==> config.mk <==
export PLATFORM = sky130hd
export DESIGN_NAME = iir_etd_front
export DESIGN_NICKNAME = d
export VERILOG_FILES = /design/src/rtl/iir_etd_pkg.sv /design/src/rtl/iir_etd_front.sv
export SDC_FILE = /design/constraint.sdc
export NUM_CORES = 1
export LEC_CHECK = 0
export BUFFER_PORTS_ARGS = -buffer_cell sky130_fd_sc_hd__buf_2
export CAP_MARGIN = 15
export CELL_PAD_IN_SITES_DETAIL_PLACEMENT = 0
export CELL_PAD_IN_SITES_GLOBAL_PLACEMENT = 1
export CORE_MARGIN = 1.5
export CORE_UTILIZATION = 25
export DETAILED_ROUTE_END_ITERATION = 8
export GPL_ROUTABILITY_DRIVEN = 0
export PLACE_DENSITY = 0.6
export SLEW_MARGIN = 20
export SYNTH_ARGS = -nofsm -noshare
export SYNTH_HDL_FRONTEND = slang
export SYNTH_SLANG_ARGS = --single-unit
==> constraint.sdc <==
create_clock -name clk_i -period 2.9 [get_ports clk_i]
set_clock_uncertainty 0.1 [all_clocks]
set_input_delay 0.58 -clock clk_i [delete_from_list [all_inputs] [get_ports clk_i]]
set_output_delay 0.58 -clock clk_i [all_outputs]
set_load 0.02 [all_outputs]
==> src/rtl/iir_etd_pkg.sv <==
package iir_etd_pkg;

  localparam int unsigned SAMPLE_W    = 16;
  localparam int unsigned COEF_W      = 40;
  localparam int unsigned THR_W       = 32;
  localparam int unsigned ENERGY_W    = 52;
  localparam int unsigned MAX_SAMPLES = 65536;
  localparam int unsigned LEN_W       = $clog2(MAX_SAMPLES + 1);
  localparam int unsigned HALF_W      = LEN_W - 1;
  localparam int unsigned HIST_DEPTH  = 4;
  localparam int unsigned HIST_IDX_W  = $clog2(HIST_DEPTH);
  localparam int unsigned TAP_W       = $clog2(HIST_DEPTH + 1);
  localparam int unsigned QUEUE_DEPTH = 2;
  localparam int unsigned QPTR_W      = $clog2(QUEUE_DEPTH);
  localparam int unsigned QLEVEL_W    = $clog2(QUEUE_DEPTH + 1);

  // shared multiplier: coefficient times a 25 bit slice
  localparam int unsigned MUL_B_W  = 25;
  localparam int unsigned MUL_W    = COEF_W + MUL_B_W;
  localparam int unsigned Y_SPLIT  = MUL_B_W - 1;
  localparam int unsigned PART_W   = 2 * COEF_W;
  localparam int unsigned ACC_W    = 57;
  localparam int unsigned IP_W     = COEF_W - 16;
  localparam int unsigned SQ_W     = 2 * IP_W;
  localparam int unsigned THRP_W   = THR_W + HALF_W;
  localparam int unsigned B_SHIFT  = 12;
  localparam int unsigned A_SHIFT  = 28;
  localparam int unsigned Y_SHIFT  = 8;
  localparam int unsigned STEP_W   = 4;
  localparam int unsigned LAST_ISSUE_STEP = 12;
  localparam int unsigned LAST_MAC_STEP   = 14;

  localparam int unsigned IN_TDATA_W  = 16;
  localparam int unsigned OUT_TDATA_W = 72;
  localparam int unsigned CFG_IDX_W   = 3;

  typedef enum logic [CFG_IDX_W-1:0] {
    REG_THRESHOLD = 3'd0,
    REG_B_OUTER   = 3'd1,
    REG_B_INNER   = 3'd2,
    REG_B_CENTER  = 3'd3,
    REG_A1        = 3'd4,
    REG_A2        = 3'd5,
    REG_A3        = 3'd6,
    REG_A4        = 3'd7
  } cfg_reg_e;

  typedef enum logic [2:0] {
    OP_NONE = 3'd0,
    OP_B    = 3'd1,
    OP_ALO  = 3'd2,
    OP_AHI  = 3'd3,
    OP_SQ   = 3'd4
  } op_kind_e;

  typedef struct packed {
    op_kind_e         kind;
    logic [TAP_W-1:0] tap;
  } op_t;

  typedef struct packed {
    logic [SAMPLE_W-1:0] sample;
    logic                last;
  } item_t;

  typedef struct packed {
    logic [QLEVEL_W-1:0] level;
    logic                full;
  } queue_status_t;

  typedef struct packed {
    logic [THR_W-1:0]                 threshold;
    logic [COEF_W-1:0]                b_outer;
    logic [COEF_W-1:0]                b_inner;
    logic [COEF_W-1:0]                b_center;
    logic [HIST_DEPTH-1:0][COEF_W-1:0] a;
  } coef_t;

  typedef struct packed {
    logic [LEN_W-1:0]    buffer_length;
    logic [ENERGY_W-1:0] energy;
    logic                detected;
  } result_t;

  // issue order of the shared multiplier within one sample
  function automatic op_t sched(logic [STEP_W-1:0] step);
    op_t op;
    op.kind = OP_NONE;
    op.tap  = '0;
    case (step)
      4'd0:  begin op.kind = OP_B;   op.tap = 3'd0; end
      4'd1:  begin op.kind = OP_B;   op.tap = 3'd1; end
      4'd2:  begin op.kind = OP_B;   op.tap = 3'd2; end
      4'd3:  begin op.kind = OP_B;   op.tap = 3'd3; end
      4'd4:  begin op.kind = OP_B;   op.tap = 3'd4; end
      4'd5:  begin op.kind = OP_ALO; op.tap = 3'd1; end
      4'd6:  begin op.kind = OP_AHI; op.tap = 3'd1; end
      4'd7:  begin op.kind = OP_ALO; op.tap = 3'd2; end
      4'd8:  begin op.kind = OP_AHI; op.tap = 3'd2; end
      4'd9:  begin op.kind = OP_ALO; op.tap = 3'd3; end
      4'd10: begin op.kind = OP_AHI; op.tap = 3'd3; end
      4'd11: begin op.kind = OP_ALO; op.tap = 3'd4; end
      4'd12: begin op.kind = OP_AHI; op.tap = 3'd4; end
      default: begin op.kind = OP_NONE; op.tap = '0; end
    endcase
    return op;
  endfunction

endpackage

==> src/rtl/iir_etd_front.sv <==
module iir_etd_front
  import iir_etd_pkg::*;
(
  input  logic          clk_i,
  input  logic          rst_ni,
  input  logic          in_valid_i,
  output logic          in_ready_o,
  input  item_t         in_item_i,
  output logic          out_valid_o,
  output item_t         out_item_o,
  input  logic          pop_i,
  output queue_status_t status_o
);

  item_t                mem_q [QUEUE_DEPTH];
  logic [QPTR_W-1:0]    wr_ptr_q, wr_ptr_d;
  logic [QPTR_W-1:0]    rd_ptr_q, rd_ptr_d;
  logic [QLEVEL_W-1:0]  level_q, level_d;
  logic                 push, pop;

  assign in_ready_o  = (level_q != QLEVEL_W'(QUEUE_DEPTH));
  assign out_valid_o = (level_q != '0);
  assign out_item_o  = mem_q[rd_ptr_q];
  assign push        = in_valid_i && in_ready_o;
  assign pop         = pop_i && out_valid_o;

  assign status_o.level = level_q;
  assign status_o.full  = !in_ready_o;

  always_comb begin
    wr_ptr_d = wr_ptr_q;
    rd_ptr_d = rd_ptr_q;
    level_d  = level_q;
    if (push) begin
      wr_ptr_d = (wr_ptr_q == QPTR_W'(QUEUE_DEPTH - 1)) ? '0 : wr_ptr_q + 1'b1;
    end
    if (pop) begin
      rd_ptr_d = (rd_ptr_q == QPTR_W'(QUEUE_DEPTH - 1)) ? '0 : rd_ptr_q + 1'b1;
    end
    if (push && !pop) begin
      level_d = level_q + 1'b1;
    end else if (pop && !push) begin
      level_d = level_q - 1'b1;
    end
  end

  always_ff @(posedge clk_i or negedge rst_ni) begin
    if (!rst_ni) begin
      wr_ptr_q <= '0;
      rd_ptr_q <= '0;
      level_q  <= '0;
    end else begin
      wr_ptr_q <= wr_ptr_d;
      rd_ptr_q <= rd_ptr_d;
      level_q  <= level_d;
    end
  end

  always_ff @(posedge clk_i) begin
    if (push) begin
      mem_q[wr_ptr_q] <= in_item_i;
    end
  end

endmodule

==> results.yml, run 1 <==
yosys:
  syn_area_um2: 1488
  syn_avg_cell_area_um2: 20.66
  synth-simple-area-share_pct: 3.112
  synth_xor_area_share_pct: 2.944
  synth_fa_ha_area_share_pct: 0.8410
  ys_seq_area_share_pct: 75.36
  ys_types: 16
  yosysWarnings: 0
  ys_ff_latch: 38
  synth_compound_area_share_pct: 0
  synth_top_family_by_area: "multiplexers"
  synthCells: 72
  synth.net_count: 94
  synth.area.mux_share_pct: 15.14
cts:
  root_buffer: "clkbuf_8"
  cts_buffer_depth: 2
  cts_buffers: 5
  cts_tree: "done"
  clk_pin_slew_worst_paths_ns: 0.07
  clock_sinks: 38
  cts_resized: 0
  cts_max_level: 2
  clk_latency_ns: 0.27
routing:
  route.detailed.drc: 0
  wirelength_um: 2468
  viasPerCell: 3.974
  ant_nets: 0
  drt-initial-drc-count: 45
  dr.pass1.iters: 2
  vias: 771
  post_drt_wl_per_cell_um: 12.72
timing:
  rsz0062_at_grt: "false"
  timing.slew.headroom_pct: 46.18
  finalSetupViolCount: 0
  worst_slew_pin_slew_ns: 0.8073
  final-max-slew-violation-count: 0
  fin_crit_sh_pct: 74.67
  period_needed_ns: 2.166
  finalHoldViolCount: 0
  setup-tns-final_ns: 0
  fmaxAchievable_ghz: 0.4618
grt:
  grt_overflow: 0
  track_usage_pct: 8.640
  grt_max_degree: 18
  grt_pass1_vias: 812
  antenna_found_initial: 0
  grt_pass1_wl_um: 3919
setup_path:
  cp.required_ns: 2.22
  worstSetupPathType: "reg -> out"
  crit_fanout: 17
  reg2reg_from: "level_q[0]"
  startpoint_type: "register"
  crit_path_end_kind: "primary output"
  worstPathArrival_ns: 1.49
  crit_start: "rd_ptr_q"
cells_and_area:
  nNetsFinal: 144
  drive_gt1_share_pct: 59.02
  antenna_cells: 0
  final_cell_mix: "buf_2, edfxtp_1, mux2_4, mux2_2, clkbuf_8"
  layout_commonest_cell: "buf_2"
  area_growth_pct: 25.23
placement:
  dpl.hpwl_um: 1700
  io_buffer_count: 42
die:
  dieHeight_um: 80.14
  dieArea_um2: 6422
  ioPinCount: 43
  coreArea_um2: 5608
  die-width_um: 80.14
  rows: 27
  initial_core_util_pct: 26.53
status:
  outcome: "finished, final reports clean"
pwr:
  power_density_nw_per_um2: 1021
  ir_drop_v: 0.0005999
  power_mw: 1.903
  power_leakage_nw: 0.7559
worst_hold_path:
  holdCritPathClass: "reg -> reg"
  min_from: "rd_ptr_q"
job:
  maxCapViolCount: 0
-- routing by layer --
metal	global-route usage, %	vias to the layer above	share of wire, %
met5	0	-	0
met4	3.621	0	1.1
met3	3.977	5	9.1
met2	14.37	33	50
met1	9.462	364	40
li1	-	369	-
-- where the power goes --
part | internal, mW | total, mW | switching, mW
logic | 0.332 | 0.765 | 0.433
clock network | 0.161 | 0.322 | 0.161
registers | 0.758 | 0.816 | 0.0581
-- cells in the mapped netlist --
cell	count	share of area, %
mux2_4	9	9.1
xnor2_1	3	1.8
inv_1	2	0.50
or2_4	1	0.59
xor2_1	2	1.2
dfrtp_1	4	6.7
nor2_1	2	0.50
buf_6	1	0.76
edfxtp_1	34	69
and3_1	1	0.42
nand2_1	1	0.25
nand2b_4	1	0.92
nand2_2	1	0.42
ha_1	1	0.84
buf_12	1	1.3
mux2_2	8	6.1
-- cells by family (layout without fill, tap and decap cells) --
group                    count (synthesis)  count (layout)
buffers and inverters                    4              54
adder cells (fa/ha/maj)                  1               1
AND/OR/NAND/NOR                          7               7
multiplexers                            17              17
XOR/XNOR                                 5               5
flip-flops                              38              38
-- final cells by class --
type	count	area (um2)
Inverter	2	7.507
Sequential cell	38	1121
Clock inverter	2	10.01
Timing Repair Buffer	45	235.2
Multi-Input combinational cell	30	330.3
Tap cell	72	90.09
Clock buffer	5	68.82
Fill cell	564	3745
-- worst paths after layout --
path | slack [ns] | cells after the start | to
worst max-delay path | 0.73 | 3 | out_item_o[16]
worst min-delay path | 0.38 | 1 | rd_ptr_q
worst max register to register | 1.12 | 2 | mem_q[1][3]
worst min register to register | 0.38 | 1 | rd_ptr_q
max in group asynchronous | 2.05 | 2 | rd_ptr_q
min in group asynchronous | 0.53 | 2 | level_q[0]
-- worst max-delay path: stages (launching register included) --
cell	delay, ns
dfrtp_1	0.37
buf_4	0.31
mux2_2	0.37
buf_2	0.16
-- what timing repair did --
action | in CTS | in global routing
setup buffers | 0 | 0
endpoints found under the hold margin | 4 | 0
hold buffers | 1 | 0
-- flip-flops by register name, indices dropped and copies added, names as in the netlist --
| signal | count |
|---|---|
| wr_ptr_q | 1 |
| mem_q | 34 |
| rd_ptr_q | 1 |
| level_q | 2 |
-- per-stage QoR --
step	cells	hold slack [ns]	cell area (um2)	setup slack, ns	util (%)
2_1_floorplan	72	0.1844	1488	0.8143	-
3_3_place_gp	186	0.2890	1774	1.022	31.64
3_5_place_dp	186	0.2937	1774	1.011	31.64
4_1_cts	194	0.3759	1863	0.7054	33.22
5_1_grt	194	0.3694	1863	0.6340	33.22
6_report	194	0.3774	1863	0.7344	33.22
Note: power is estimated with default switching activity, not from simulation.
==> run 2, diff against run 1 <==
clock period = 2.18 ns   (was 2.9 ns; I/O delays follow)
==> run 2 against run 1 <==
Sequential power is 32% higher. First-iteration DRC count is 36% lower. Setup slack worse by 0.58 ns. Highest routed layer unchanged. Total power is 34% higher. Cell area is 0.54% higher. Register-to-register slack worse by 0.56 ns. Global-route usage is 0.15 points lower. Count of clock-buffer cells in the layout is 1 higher.
==> results.yml, run 2 (synthesized netlist as in run 1, its figures left out) <==
routing:
  drt-initial-drc-count: 29
  viasPerCell: 4.010
  post_drt_wl_per_cell_um: 12.72
  dr.pass1.iters: 4
  route.detailed.drc: 0
  vias: 786
  ant_nets: 0
  wirelength_um: 2494
die:
  dieArea_um2: 6422
  rows: 27
  die-width_um: 80.14
  dieHeight_um: 80.14
  initial_core_util_pct: 26.53
  ioPinCount: 43
  coreArea_um2: 5608
job:
  maxCapViolCount: 0
setup_path:
  path_cells: "buf_4, mux2_2, buf_2"
  reg2reg_from: "level_q[0]"
  worst_path_max_delay_cell: "mux2_2"
  crit_fanout: 17
  regToRegSetupSlack_ns: 0.56
  worstPathArrival_ns: 1.49
  crit_path_end_kind: "primary output"
  startpoint_type: "register"
  worstSetupPathType: "reg -> out"
  slowest_delay_ns: 0.38
  r2r_end: "level_q[1]"
  crit_family: "buffers and inverters"
  crit_start: "rd_ptr_q"
  path_buf_inv: 2
  cp.required_ns: 1.64
  r2r_cells: 7
grt:
  grt_pass1_vias: 827
  grt_max_degree: 18
  antenna_found_initial: 0
  grt_overflow: 0
  track_usage_pct: 8.490
  grt_pass1_wl_um: 3926
cts:
  clock_sinks: 38
  root_buffer: "clkbuf_8"
  cts_tree: "done"
  cts_max_level: 2
  clk_latency_ns: 0.28
  clk_pin_slew_worst_paths_ns: 0.07
  cts_buffers: 5
  post_cts_buffers: 0
  cts_buffer_depth: 2
  cts_resized: 0
timing:
  worst_slew_pin_slew_ns: 0.2920
  worst_slack_ns: 0.1584
  timing.slew.headroom_pct: 80.53
  rsz0062_at_grt: "false"
  finalSetupViolCount: 0
  finalHoldViolCount: 0
  final-max-slew-violation-count: 0
  fin_crit_sh_pct: 92.74
  setup-tns-final_ns: 0
  fmaxAchievable_ghz: 0.4946
  period_needed_ns: 2.022
cells_and_area:
  design_area_um2: 1873
  nNetsFinal: 145
  antenna_cells: 0
  layout_commonest_cell: "buf_2"
  top_register: "mem_q"
  area_growth_pct: 25.90
  largest_register_ffs: 34
  fin_util_pct: 33.40
  drive_gt1_share_pct: 58.06
  layout.cells.non_filler: 196
  top_regs: "mem_q x34, level_q x2"
  final_cell_mix: "buf_2, edfxtp_1, mux2_4, mux2_2, clkbuf_8"
placement:
  placedInstanceArea_um2: 1782
  dpl.hpwl_um: 1776
  io_buffer_count: 42
  place_ws_ns: 0.4433
  dp_cells: 187
status:
  outcome: "finished, final reports clean"
worst_hold_path:
  holdPathEnd: "mem_q[0][10]"
  min_from: "in_item_i[10]"
  whs_path_depth: 1
  holdCritPathClass: "in -> reg"
pwr:
  power_leakage_nw: 0.7599
  power_density_nw_per_um2: 1363
  ir_drop_v: 0.0007149
-- run 2: cell type report --
cell class,instances,area [um2]
clock buffer,6,72.57
clock inverter,2,8.758
fill,573,3735
inverter,2,7.507
multi-input combinational,30,330.3
sequential,38,1121
tap,72,90.09
timing repair buffer,46,242.7
-- run 2: timing repair --
action | 4_1_cts | 5_1_grt
hold buffers | 1 | 0
hold endpoints to repair | 4 | 0
setup endpoints to repair | 0 | 0
-- run 2: worst max-delay path by stage --
stage / end / slack, ns / depth (start not counted)
after global placement: out_item_o[2] / 0.47 / 3
after floorplan: mem_q[0][0] / 0.09 / 3
after CTS: out_item_o[2] / 0.13 / 3
final: out_item_o[2] / 0.16 / 3
after global routing: out_item_o[2] / 0.06 / 3
after detailed placement: out_item_o[2] / 0.44 / 3
-- run 2: power breakdown --
part           switching (mW)  leakage [nW]  internal, mW
logic                   0.578         0.355         0.450
clock network           0.222        0.0426         0.220
registers              0.0775         0.362          1.01
total                   0.878         0.760          1.68
-- run 2: layer usage --
layer / global-route usage (%) / up-vias / wire, um
li1: - / 368 / -
met1: 9.084 / 383 / 1046
met2: 14.37 / 31 / 1214
met3: 3.523 / 4 / 200
met4: 4.138 / 0 / 33
met5: 0 / - / 0
-- run 2: through the flow --
step	hold WS [ns]	total power, mW
floorplan	0.04041	1.879
global placement	0.1454	2.119
detailed placement	0.1470	2.152
CTS	0.2302	2.602
global route	0.2242	2.710
finish	0.2433	2.553
-- run 2: worst register-to-register path, delay by kind of cell (launching register included) --
| family | cells | cell delay [ns] |
|---|---|---|
| xor gates and xnor gates | 2 | 0.31 |
| adders and majority gates | 1 | 0.20 |
| buffers and inverters | 1 | 0.06 |
| DFF | 1 | 0.44 |
| and+or+nand+nor | 3 | 0.43 |
==> run 3, diff against run 2 <==
ABC_AREA = 1   (was unset)
GPL_TIMING_DRIVEN = 0   (was unset)
PLACE_DENSITY = 0.62   (was 0.6)
==> run 3 against run 2 <==
Synthesized area grew 0.50%. Count of clock-buffer cells in the layout grew 1. Sequential cell count unchanged. Largest cell class unchanged.
==> results.yml, run 3 <==
routing:
  route.detailed.drc: 0
  ant_nets: 0
  post_drt_wl_per_cell_um: 11.17
  dr.pass1.iters: 4
  wirelength_um: 2737
  viasPerCell: 3.837
  drt-initial-drc-count: 36
  vias: 940
cells_and_area:
  layout.cells.non_filler: 245
  nNetsFinal: 194
  largest_register_ffs: 34
  drive_gt1_share_pct: 34.68
  top_register: "mem_q"
  final_cell_mix: "nand2_1, buf_2, edfxtp_1, inv_1, clkbuf_8"
  top_regs: "mem_q x34, level_q x2"
  antenna_cells: 0
  fillers: 573
  area_growth_pct: 27.03
  fin_util_pct: 33.67
  layout_commonest_cell: "nand2_1"
yosys:
  synthCells: 121
  ys_ff_latch: 38
  synth-edff-count: 34
  syn_avg_cell_area_um2: 12.36
  synth_ff_type: "edfxtp_1"
  synth_common_cells: "nand2_1, edfxtp_1, inv_1"
  ys_seq_area_share_pct: 74.98
  synth_area_leader_cell: "edfxtp_1"
  synth_most_common_cell: "nand2_1"
  yosysWarnings: 0
  synthArstFlopShare_pct: 10.53
  ys_types: 15
  synth.net_count: 143
  yosysTopAreaCellShare_pct: 68.28
  syn_area_um2: 1495
  synth_area_leaders: "edfxtp_1, nand2_1, dfrtp_1"
timing:
  setup-tns-final_ns: 0
  fmaxAchievable_ghz: 0.5351
  finalHoldViolCount: 0
  fin_crit_sh_pct: 85.72
  final-max-slew-violation-count: 0
  finalSetupViolCount: 0
  period_needed_ns: 1.869
  timing.slew.headroom_pct: 48.76
  rsz0062_at_grt: "false"
  worst_slew_pin_slew_ns: 0.7678
pwr:
  ir_drop_v: 0.0006134
  power_density_nw_per_um2: 1381
  power_leakage_nw: 0.8488
die:
  die-width_um: 80.34
  coreArea_um2: 5642
  initial_core_util_pct: 26.50
  rows: 27
  ioPinCount: 43
  dieArea_um2: 6454
  dieHeight_um: 80.34
cts:
  cts_buffers: 5
  cts_tree: "done"
  cts_resized: 0
  cts_max_level: 2
  clock_sinks: 38
  root_buffer: "clkbuf_8"
  clk_latency_ns: 0.28
  cts_buffer_depth: 2
  clk_pin_slew_worst_paths_ns: 0.07
job:
  maxCapViolCount: 0
setup_path:
  path_buf_inv: 4
  path_cells: "buf_6, inv_4, buf_6, nand2_1, nand2_1, buf_2"
  crit_family: "buffers and inverters"
  cp.required_ns: 1.64
  worstSetupPathType: "reg -> out"
  startpoint_type: "register"
  worst_path_max_delay_cell: "dfrtp_1"
  slowest_delay_ns: 0.37
  crit_fanout: 10
  crit_path_end_kind: "primary output"
  worstPathArrival_ns: 1.33
grt:
  track_usage_pct: 8.722
  antenna_found_initial: 0
  grt_overflow: 0
  grt_pass1_wl_um: 4002
  grt_max_degree: 18
  grt_pass1_vias: 843
worst_hold_path:
  holdCritPathClass: "in -> reg"
placement:
  io_buffer_count: 42
  dp_cells: 236
  dpl.hpwl_um: 1918
status:
  outcome: "finished, final reports clean"
==> run 3: report_power, final <==
part           leakage (nW)  switching (mW)  total [mW]  internal [mW]
clock                0.0399           0.221       0.443          0.222
combinational         0.445           0.759        1.12          0.358
sequential            0.364          0.0601        1.06           1.00
==> run 3: what timing repair did <==
action | 4_1_cts | 5_1_grt
endpoints found under the hold margin | 4 | 0
buffers inserted | 0 | 0
hold buffers | 1 | 0
==> run 3: final cells by class <==
type	count	area (um2)	share of cell area (%)
Buffer	3	30.03	1.581
Clock buffer	7	76.32	4.018
Clock inverter	1	3.754	0.1976
Inverter	9	36.28	1.910
Multi-Input combinational cell	71	310.3	16.34
Sequential cell	38	1121	59.03
Tap cell	72	90.09	4.743
Timing Repair Buffer	44	231.5	12.19
==> run 3: worst reg2reg max path, cell delays in order (launching register included) <==
cell and delay (ns):
dfrtp_1 0.39, inv_1 0.14, nor2_4 0.06, nor2_4 0.09, nand2_1 0.07, inv_1 0.56
==> run 3: logic make-up after synthesis <==
group                      Yosys count  synth area share [%]
xor gates and xnor gates             1                0.5859
DFF                                 38                 74.98
adders and majority gates            1                0.8367
buffers and inverters               12                 4.436
and+or+nand+nor                     69                 19.16
==> run 3: final timing paths <==
check | start | end | slack, ns | cells past startpoint
worst max-delay path | rd_ptr_q | out_item_o[9] | 0.31 | 6
worst min-delay path | in_item_i[1] | mem_q[1][1] | 0.24 | 1
worst max register to register | level_q[1] | mem_q[0][11] | 0.39 | 5
worst min register to register | wr_ptr_q | wr_ptr_q | 0.38 | 2
max in group asynchronous | rst_ni | rd_ptr_q | 1.47 | 2
min in group asynchronous | rst_ni | level_q[1] | 0.39 | 2
==> run 3: metal layers <==
layer | vias up | wire (um) | track usage (%)
met3 | 6 | 236 | 3.977
met4 | 0 | 46 | 3.621
met5 | - | 0 | 0
li1 | 495 | - | -
met2 | 37 | 1226 | 13.95
met1 | 402 | 1227 | 10.06
==> run 3: through the flow <==
stage	power [mW]	worst slack, ns	cell area (um2)	hold WS (ns)
4_1_cts	2.680	0.2599	1899	0.2249
6_report	2.623	0.3113	1899	0.2396
2_1_floorplan	1.837	0.05563	1495	0.04041
3_3_place_gp	2.209	-0.2993	1795	0.1565
5_1_grt	2.800	0.1939	1899	0.2254
3_5_place_dp	2.226	0.3376	1809	0.1548
